===== config.mk =====
export PLATFORM = sky130hd
export DESIGN_NAME = lfu_cache_directory
export DESIGN_NICKNAME = d
export VERILOG_FILES = /design/src/design/lfu_pkg.sv /design/src/design/lfu_ram.sv /design/src/design/lfu_cache_directory.sv
export SDC_FILE = /design/constraint.sdc
export NUM_CORES = 2
export LEC_CHECK = 0
export BUFFER_PORTS_ARGS = -buffer_cell sky130_fd_sc_hd__buf_4
export CORE_ASPECT_RATIO = 0.8
export CORE_UTILIZATION = 63
export CTS_CLUSTER_SIZE = 28
export DETAILED_ROUTE_END_ITERATION = 8
export GPL_TIMING_DRIVEN = 0
export HOLD_SLACK_MARGIN = 0.02
export PLACE_DENSITY = 0.8
export SYNTH_ARGS = -nofsm -noshare
export SYNTH_HDL_FRONTEND = slang
export SYNTH_SLANG_ARGS = --single-unit
export TNS_END_PERCENT = 50

===== constraint.sdc =====
create_clock -name i_clk -period 5.4 [get_ports i_clk]
set_input_delay 0.81 -clock i_clk [delete_from_list [all_inputs] [get_ports i_clk]]
set_output_delay 0.81 -clock i_clk [all_outputs]
set_load 0.03 [all_outputs]

===== src/design/lfu_pkg.sv =====
package lfu_pkg;

    // default sizes
    localparam int DEF_ENTRIES    = 16;
    localparam int DEF_KEY_BITS   = 64;
    localparam int DEF_COUNT_BITS = 32;

    // stream payload widths
    localparam int IN_TDATA_W  = 64;
    localparam int IN_TUSER_W  = 1;
    localparam int OUT_TDATA_W = 8;
    localparam int SLOT_W      = 4;

    // command codes carried in tuser
    localparam logic CMD_LOOKUP = 1'b0;
    localparam logic CMD_INSERT = 1'b1;

endpackage


===== src/design/lfu_ram.sv =====
module lfu_ram #(
    parameter int WIDTH = 8,
    parameter int DEPTH = 16
) (
    input  logic                                   i_clk,
    input  logic                                   i_we,
    input  logic [((DEPTH > 1) ? $clog2(DEPTH) : 1)-1:0] i_waddr,
    input  logic [WIDTH-1:0]                       i_wdata,
    input  logic [((DEPTH > 1) ? $clog2(DEPTH) : 1)-1:0] i_raddr,
    output logic [WIDTH-1:0]                       o_rdata
);

    logic [WIDTH-1:0] r_mem [DEPTH];
    logic [WIDTH-1:0] r_rdata;

    always_ff @(posedge i_clk) begin
        if (i_we) begin
            r_mem[i_waddr] <= i_wdata;
        end
        r_rdata <= r_mem[i_raddr];
    end

    assign o_rdata = r_rdata;

endmodule


===== src/design/lfu_cache_directory.sv =====
// lfu_cache_directory: fully associative directory of ENTRIES tags with a
// saturating use count per entry. A transaction on the slave side carries a
// command in tuser (lookup or insert) and a key in tdata. A lookup walks the
// filled slots from slot 0 up, one slot per cycle, and stops at the first
// tag match, bumping that slot's count. An insert into a table that is not
// full takes the next free slot; into a full table it walks all slots to
// find the lowest-index entry with the smallest count and overwrites it.
// Either insert path sets the count to one; duplicates are not checked.
// Tags and counts live in two single-port-write RAMs with registered reads,
// and the walk is the one compare unit stepping through them. The slave
// side is ready only while no operation is in progress, which is from the
// edge where the result is first offered on the master side on; a finished
// result waits in an output register, so the next transaction may be
// accepted before it is taken.
// No clearing pass: only filled slots are ever read.
module lfu_cache_directory #(
    parameter int ENTRIES    = lfu_pkg::DEF_ENTRIES,
    parameter int KEY_BITS   = lfu_pkg::DEF_KEY_BITS,
    parameter int COUNT_BITS = lfu_pkg::DEF_COUNT_BITS
) (
    input  logic                           i_clk,
    input  logic                           i_rst_n,
    input  logic                           s_axis_tvalid,
    output logic                           s_axis_tready,
    input  logic [lfu_pkg::IN_TDATA_W-1:0] s_axis_tdata,   // [63:0] key
    input  logic [lfu_pkg::IN_TUSER_W-1:0] s_axis_tuser,   // [0] command
    output logic                           m_axis_tvalid,
    input  logic                           m_axis_tready,
    output logic [lfu_pkg::OUT_TDATA_W-1:0] m_axis_tdata   // [0] hit, [4:1] slot,
                                                           // [5] replaced, [7:6] zero
);

    import lfu_pkg::*;

    localparam int IDX_W  = (ENTRIES > 1) ? $clog2(ENTRIES) : 1;
    localparam int FILL_W = $clog2(ENTRIES + 1);
    localparam logic [IDX_W-1:0]      LAST_IDX  = IDX_W'(ENTRIES - 1);
    localparam logic [FILL_W-1:0]     FULL_FILL = FILL_W'(ENTRIES);
    localparam logic [COUNT_BITS-1:0] CNT_MAX   = {COUNT_BITS{1'b1}};
    localparam logic [COUNT_BITS-1:0] CNT_ONE   = COUNT_BITS'(1);

    // sequencer states
    localparam logic [1:0] S_IDLE  = 2'd0;
    localparam logic [1:0] S_SCAN  = 2'd1;
    localparam logic [1:0] S_WRITE = 2'd2;
    localparam logic [1:0] S_DONE  = 2'd3;

    logic [1:0]            r_state,   n_state;
    logic [FILL_W-1:0]     r_fill,    n_fill;
    logic                  r_cmd,     n_cmd;
    logic [KEY_BITS-1:0]   r_key,     n_key;
    logic [IDX_W-1:0]      r_last,    n_last;
    logic                  r_iss,     n_iss;
    logic [IDX_W-1:0]      r_addr,    n_addr;
    logic                  r_chk_vld, n_chk_vld;
    logic [IDX_W-1:0]      r_chk_idx, n_chk_idx;
    logic [COUNT_BITS-1:0] r_min,     n_min;
    logic [IDX_W-1:0]      r_slot,    n_slot;
    logic                  r_hit,     n_hit;
    logic                  r_repl,    n_repl;
    logic [COUNT_BITS-1:0] r_cnt_new, n_cnt_new;
    logic                  r_out_vld, n_out_vld;
    logic                  r_out_hit, n_out_hit;
    logic [SLOT_W-1:0]     r_out_slot, n_out_slot;
    logic                  r_out_repl, n_out_repl;

    logic                  in_fire;
    logic                  tag_we;
    logic                  cnt_we;
    logic [COUNT_BITS-1:0] cnt_wdata;
    logic [KEY_BITS-1:0]   tag_rdata;
    logic [COUNT_BITS-1:0] cnt_rdata;
    logic                  tag_match;
    logic                  new_min;

    assign s_axis_tready = (r_state == S_IDLE);
    assign in_fire       = s_axis_tvalid && s_axis_tready;

    // entry storage, both read at the walk address
    lfu_ram #(
        .WIDTH (KEY_BITS),
        .DEPTH (ENTRIES)
    ) u_tag_ram (
        .i_clk   (i_clk),
        .i_we    (tag_we),
        .i_waddr (r_slot),
        .i_wdata (r_key),
        .i_raddr (r_addr),
        .o_rdata (tag_rdata)
    );

    lfu_ram #(
        .WIDTH (COUNT_BITS),
        .DEPTH (ENTRIES)
    ) u_cnt_ram (
        .i_clk   (i_clk),
        .i_we    (cnt_we),
        .i_waddr (r_slot),
        .i_wdata (cnt_wdata),
        .i_raddr (r_addr),
        .o_rdata (cnt_rdata)
    );

    // the shared compare unit: tag equality on lookup, count ordering on insert
    assign tag_match = (tag_rdata == r_key);
    assign new_min   = (r_chk_idx == '0) || (cnt_rdata < r_min);

    assign tag_we    = (r_state == S_WRITE) && (r_cmd == CMD_INSERT);
    assign cnt_we    = (r_state == S_WRITE);
    assign cnt_wdata = (r_cmd == CMD_INSERT) ? CNT_ONE : r_cnt_new;

    always_comb begin
        n_state    = r_state;
        n_fill     = r_fill;
        n_cmd      = r_cmd;
        n_key      = r_key;
        n_last     = r_last;
        n_iss      = r_iss;
        n_addr     = r_addr;
        n_chk_vld  = r_chk_vld;
        n_chk_idx  = r_chk_idx;
        n_min      = r_min;
        n_slot     = r_slot;
        n_hit      = r_hit;
        n_repl     = r_repl;
        n_cnt_new  = r_cnt_new;
        n_out_hit  = r_out_hit;
        n_out_slot = r_out_slot;
        n_out_repl = r_out_repl;
        n_out_vld  = r_out_vld && !m_axis_tready;

        case (r_state)
            S_IDLE: begin
                if (in_fire) begin
                    n_cmd     = s_axis_tuser[0];
                    n_key     = s_axis_tdata[KEY_BITS-1:0];
                    n_hit     = 1'b0;
                    n_repl    = 1'b0;
                    n_slot    = '0;
                    n_addr    = '0;
                    n_iss     = 1'b1;
                    n_chk_vld = 1'b0;
                    if (s_axis_tuser[0] == CMD_LOOKUP) begin
                        n_last = IDX_W'(r_fill - FILL_W'(1));
                        // empty table: nothing to walk
                        n_state = (r_fill == '0) ? S_DONE : S_SCAN;
                    end else if (r_fill != FULL_FILL) begin
                        n_slot  = IDX_W'(r_fill);
                        n_state = S_WRITE;
                    end else begin
                        n_last  = LAST_IDX;
                        n_repl  = 1'b1;
                        n_state = S_SCAN;
                    end
                end
            end
            S_SCAN: begin
                // issue stage: address the next slot
                if (r_iss) begin
                    n_chk_vld = 1'b1;
                    n_chk_idx = r_addr;
                    if (r_addr == r_last) begin
                        n_iss = 1'b0;
                    end else begin
                        n_addr = r_addr + IDX_W'(1);
                    end
                end else begin
                    n_chk_vld = 1'b0;
                end
                // compare stage: data from the slot issued last cycle
                if (r_chk_vld) begin
                    if (r_cmd == CMD_LOOKUP) begin
                        if (tag_match) begin
                            n_hit     = 1'b1;
                            n_slot    = r_chk_idx;
                            n_cnt_new = (cnt_rdata == CNT_MAX) ? CNT_MAX
                                                               : cnt_rdata + CNT_ONE;
                            n_iss     = 1'b0;
                            n_chk_vld = 1'b0;
                            n_state   = S_WRITE;
                        end else if (r_chk_idx == r_last) begin
                            n_chk_vld = 1'b0;
                            n_state   = S_DONE;
                        end
                    end else begin
                        if (new_min) begin
                            n_min  = cnt_rdata;
                            n_slot = r_chk_idx;
                        end
                        if (r_chk_idx == r_last) begin
                            n_chk_vld = 1'b0;
                            n_state   = S_WRITE;
                        end
                    end
                end
            end
            S_WRITE: begin
                if ((r_cmd == CMD_INSERT) && !r_repl) begin
                    n_fill = r_fill + FILL_W'(1);
                end
                n_state = S_DONE;
            end
            S_DONE: begin
                // hand the result over once the output register is free
                if (!r_out_vld || m_axis_tready) begin
                    n_out_vld  = 1'b1;
                    n_out_hit  = r_hit;
                    n_out_slot = SLOT_W'(r_slot);
                    n_out_repl = r_repl;
                    n_state    = S_IDLE;
                end
            end
            default: begin
                n_state = S_IDLE;
            end
        endcase
    end

    always_ff @(posedge i_clk) begin
        if (!i_rst_n) begin
            r_state   <= S_IDLE;
            r_fill    <= '0;
            r_iss     <= 1'b0;
            r_chk_vld <= 1'b0;
            r_out_vld <= 1'b0;
        end else begin
            r_state   <= n_state;
            r_fill    <= n_fill;
            r_iss     <= n_iss;
            r_chk_vld <= n_chk_vld;
            r_out_vld <= n_out_vld;
        end
    end

    always_ff @(posedge i_clk) begin
        r_cmd      <= n_cmd;
        r_key      <= n_key;
        r_last     <= n_last;
        r_addr     <= n_addr;
        r_chk_idx  <= n_chk_idx;
        r_min      <= n_min;
        r_slot     <= n_slot;
        r_hit      <= n_hit;
        r_repl     <= n_repl;
        r_cnt_new  <= n_cnt_new;
        r_out_hit  <= n_out_hit;
        r_out_slot <= n_out_slot;
        r_out_repl <= n_out_repl;
    end

    assign m_axis_tvalid = r_out_vld;
    assign m_axis_tdata  = {2'b00, r_out_repl, r_out_slot, r_out_hit};

    // fill level never runs past the table size
    a_fill_bound : assert property (@(posedge i_clk) disable iff (!i_rst_n)
        r_fill <= FULL_FILL)
        else $error("fill level beyond table size");

    // fill level only ever steps up by one, and only from the write step of an insert
    a_fill_step : assert property (@(posedge i_clk) disable iff (!i_rst_n)
        ($past(i_rst_n) && (r_fill != $past(r_fill))) |->
            ((r_fill == $past(r_fill) + FILL_W'(1)) && ($past(r_state) == S_WRITE)))
        else $error("fill level changed outside an insert");

    // a new result is only produced by the done step
    a_out_source : assert property (@(posedge i_clk) disable iff (!i_rst_n)
        ($past(i_rst_n) && $rose(r_out_vld)) |-> ($past(r_state) == S_DONE))
        else $error("result raised outside done step");

    // hit and replaced never appear together
    a_hit_repl : assert property (@(posedge i_clk) disable iff (!i_rst_n)
        r_out_vld |-> !(r_out_hit && r_out_repl))
        else $error("result marks both hit and replaced");

endmodule

==> flow_metrics.env <==
export IMPL_wirelength_um=172000
export IMPL_fin_crit_sh_pct=93.4
export IMPL_nets=4047
export IMPL_htree_levels=4
export IMPL_required_ns=5.87
export IMPL_hold_violations=0
export IMPL_clk_pin_slew_worst_paths_ns=0.07
export IMPL_cts_resized=0
export IMPL_slew_headroom_pct=1.12
export IMPL_drv_cap=0
export IMPL_syn_to_final_growth_pct=13.5
export IMPL_yosysTopAreaCellShare_pct=73.9
export IMPL_place_congestion=0.829
export IMPL_ioPinCount=79
export IMPL_rr_worst_depth=7
export IMPL_drt_iter0_drc=6047
export IMPL_drt_pass1_iterations=6
export IMPL_drc=0
export IMPL_internal_power_mw=26.8
export IMPL_grt_use_total_pct=31.3
export IMPL_grt_setup_unrepaired="false"
export IMPL_arrival_ns=5.52
export IMPL_crit_fanout=19
export IMPL_ys_types=57
export IMPL_synth_common_cells="edfxtp_1, mux2i_1, o21ai_0, mux4_2, nand2_1"
export IMPL_drv_slew=0
export IMPL_core_area_mm2=0.107
export IMPL_r2r_setup_slack_ns=0.35
export IMPL_grt_pass1_wl_um=246000
export IMPL_ir_drop_mv=0.357
export IMPL_die_h_um=297
export IMPL_crit_type="reg2reg"
export IMPL_post_cts_buffers=0
export IMPL_crit_path_start="r_key[12]"
export IMPL_die_area_mm2=0.110
export IMPL_drive_above_1_share_pct=19.5
export IMPL_yosysSeqAreaShare_pct=77.0
export IMPL_cts_sinks=1795
export IMPL_wire_per_inst_um=31.3
export IMPL_ys_warnings_count=0
export IMPL_clockBufferDepth=3
export IMPL_grt_ovfl_total=0
export IMPL_clock_latency_ns=0.80
export IMPL_r2r_start="r_key[12]"
export IMPL_rows=107
export IMPL_start_util_pct=64.0
export IMPL_power_density_mw_per_mm2=498
export IMPL_ant_nets=0
export IMPL_io_buffers=76
export IMPL_hp_class="in2reg"
export IMPL_syn_instance_count=3630
export IMPL_grt_pass1_vias=36900
export IMPL_status="completed"
export IMPL_seq_power_share_pct=45.6
export IMPL_synth_most_common_cell="edfxtp_1"
export IMPL_comb_power_share_pct=24.1
export IMPL_synthArstFlopShare_pct=0
export IMPL_pwr_share_clk_pct=30.3
export IMPL_cts_inserted_buffers=162
export IMPL_cts_tree="done"
export IMPL_ys_flop_type="edfxtp_1"
export IMPL_synthTopCellsByArea="edfxtp_1, mux4_2, mux2i_1, dfxtp_1, mux2_2"
export IMPL_setup_viol=0
export IMPL_synth_area_per_cell_um2=18.9
export IMPL_grt_start_max_net_pins=38
export IMPL_fin_skew_ns=0.0379
export IMPL_synth_edf_count=1689
export IMPL_crit_end="r_cnt_new[1]"
export IMPL_synth_area_mm2=0.0687
export IMPL_antenna_found_initial=5
export IMPL_root_buffer="clkbuf_16"
export IMPL_reg2reg_to="r_cnt_new[1]"
export IMPL_fmax_mhz=198
export IMPL_via_per_inst=6.82
export IMPL_vias=37500
export IMPL_swShare_pct=31.0
export IMPL_die_width_um=371
export IMPL_worstMarginPinSlew_ns=1.48
export IMPL_end_kind="flip-flop"
export IMPL_cp_start_kind="flip-flop"
export IMPL_whs_ns=0.188
export IMPL_hold_buffers=0
export IMPL_power_switching_mw=12.0
export IMPL_ys_ff_latch=1795
export IMPL_synth_largest_area_cell="edfxtp_1"
export IMPL_detailed_place_hpwl_um=108000
export IMPL_min_period_ns=5.05
export IMPL_power_leakage_nw=25.8
export IMPL_power_mw=38.8
flip-flops by register name, indices dropped and copies added, names as in the netlist, 5 cells and up:
signal             cells
u_tag_ram.r_mem     1024
u_cnt_ram.r_mem      512
r_key                 64
u_tag_ram.o_rdata     64
r_cnt_new             32
r_min                 32
u_cnt_ram.o_rdata     32
r_fill                 5
layout make-up:
class / count / area [um2]
Antenna cell: 1 / 2.50
Buffer: 179 / 831
Clock buffer: 223 / 4580
Clock inverter: 81 / 845
Fill cell: 5860 / 29300
Inverter: 43 / 164
Multi-Input combinational cell: 1614 / 15100
Sequential cell: 1795 / 52800
Tap cell: 1417 / 1770
Timing Repair Buffer: 144 / 1850
metrics by stage:
stage	setup TNS (ns)	cells	setup WS, ns	area, um2	utilization [%]
6_report	0	5497	0.354	78000	72.7
5_1_grt	0	5497	0.433	78000	72.7
4_1_cts	0	5495	0.626	77900	72.7
3_5_place_dp	0	5191	0.846	72500	67.6
3_3_place_gp	-2307.37	5124	-2.42	71000	66.2
2_1_floorplan	0	3631	1.02	68700	-
cells in the final DEF, fill, tap and decap left out, types with 38 or more instances in the layout:
| cell | instances |
|---|---|
| dfxtp_1 | 106 |
| nand2_1 | 156 |
| clkbuf_1 | 137 |
| xnor2_1 | 83 |
| buf_12 | 43 |
| a221oi_1 | 97 |
| nor2b_1 | 38 |
| ha_1 | 39 |
| mux4_2 | 192 |
| edfxtp_1 | 1689 |
| inv_1 | 42 |
| a21oi_1 | 115 |
| clkbuf_16 | 169 |
| mux2i_1 | 293 |
| a22oi_1 | 96 |
| buf_2 | 55 |
| mux2_2 | 97 |
| buf_4 | 99 |
| o21ai_0 | 205 |
per-layer routing:
layer,wire (um),track usage [%],vias to the layer above
met4,6300,11.9,4
met5,26,0,-
met1,65000,45.5,19000
met3,22300,7.86,411
met2,78500,46.2,2864
li1,-,-,15200
worst max-delay path, stage by stage (launching register included):
cell and delay (ns):
edfxtp_1 0.67, xnor2_1 0.65, nand4_1 0.23, nor4_1 0.92
nand4_1 0.74, nor3b_1 0.57, and2_2 0.62, buf_16 0.26
worst min path at each step:
| stage | from | endpoint | slack [ns] | depth (start not counted) |
|---|---|---|---|---|
| after detailed placement | r_hit | r_out_hit | 0.41 | 0 |
| after CTS | s_axis_tdata[13] | r_key[13] | 0.15 | 1 |
| final | s_axis_tdata[13] | r_key[13] | 0.19 | 1 |
| after floorplan | r_hit | r_out_hit | 0.40 | 0 |
| after global routing | s_axis_tdata[7] | r_key[7] | 0.17 | 1 |
| after global placement | r_hit | r_out_hit | 0.40 | 0 |
logic make-up (layout without fill, tap and decap cells):
kind of cell	after synthesis	after routing	share of synthesized area, %
flip-flops	1795	1795	77.0
AND/OR/NAND/NOR	356	356	2.57
AO/OA/AOI/OAI	530	530	4.82
multiplexers	582	582	12.2
buffers and inverters	222	670	1.44
adder cells (fa/ha/maj)	39	39	0.711
other	1	3	0.00546
XOR/XNOR	105	105	1.34
power groups by stage:
stage	Combinational (mW)	Clock, mW	Sequential [mW]
final	9.37	11.7	17.7
after detailed placement	8.98	0	17.9
after global routing	9.80	12.3	17.8
after floorplan	5.76	0	17.6
after global placement	8.58	0	17.9
after CTS	9.17	11.8	17.7
No activity file was read; power rests on OpenSTA's default activity.
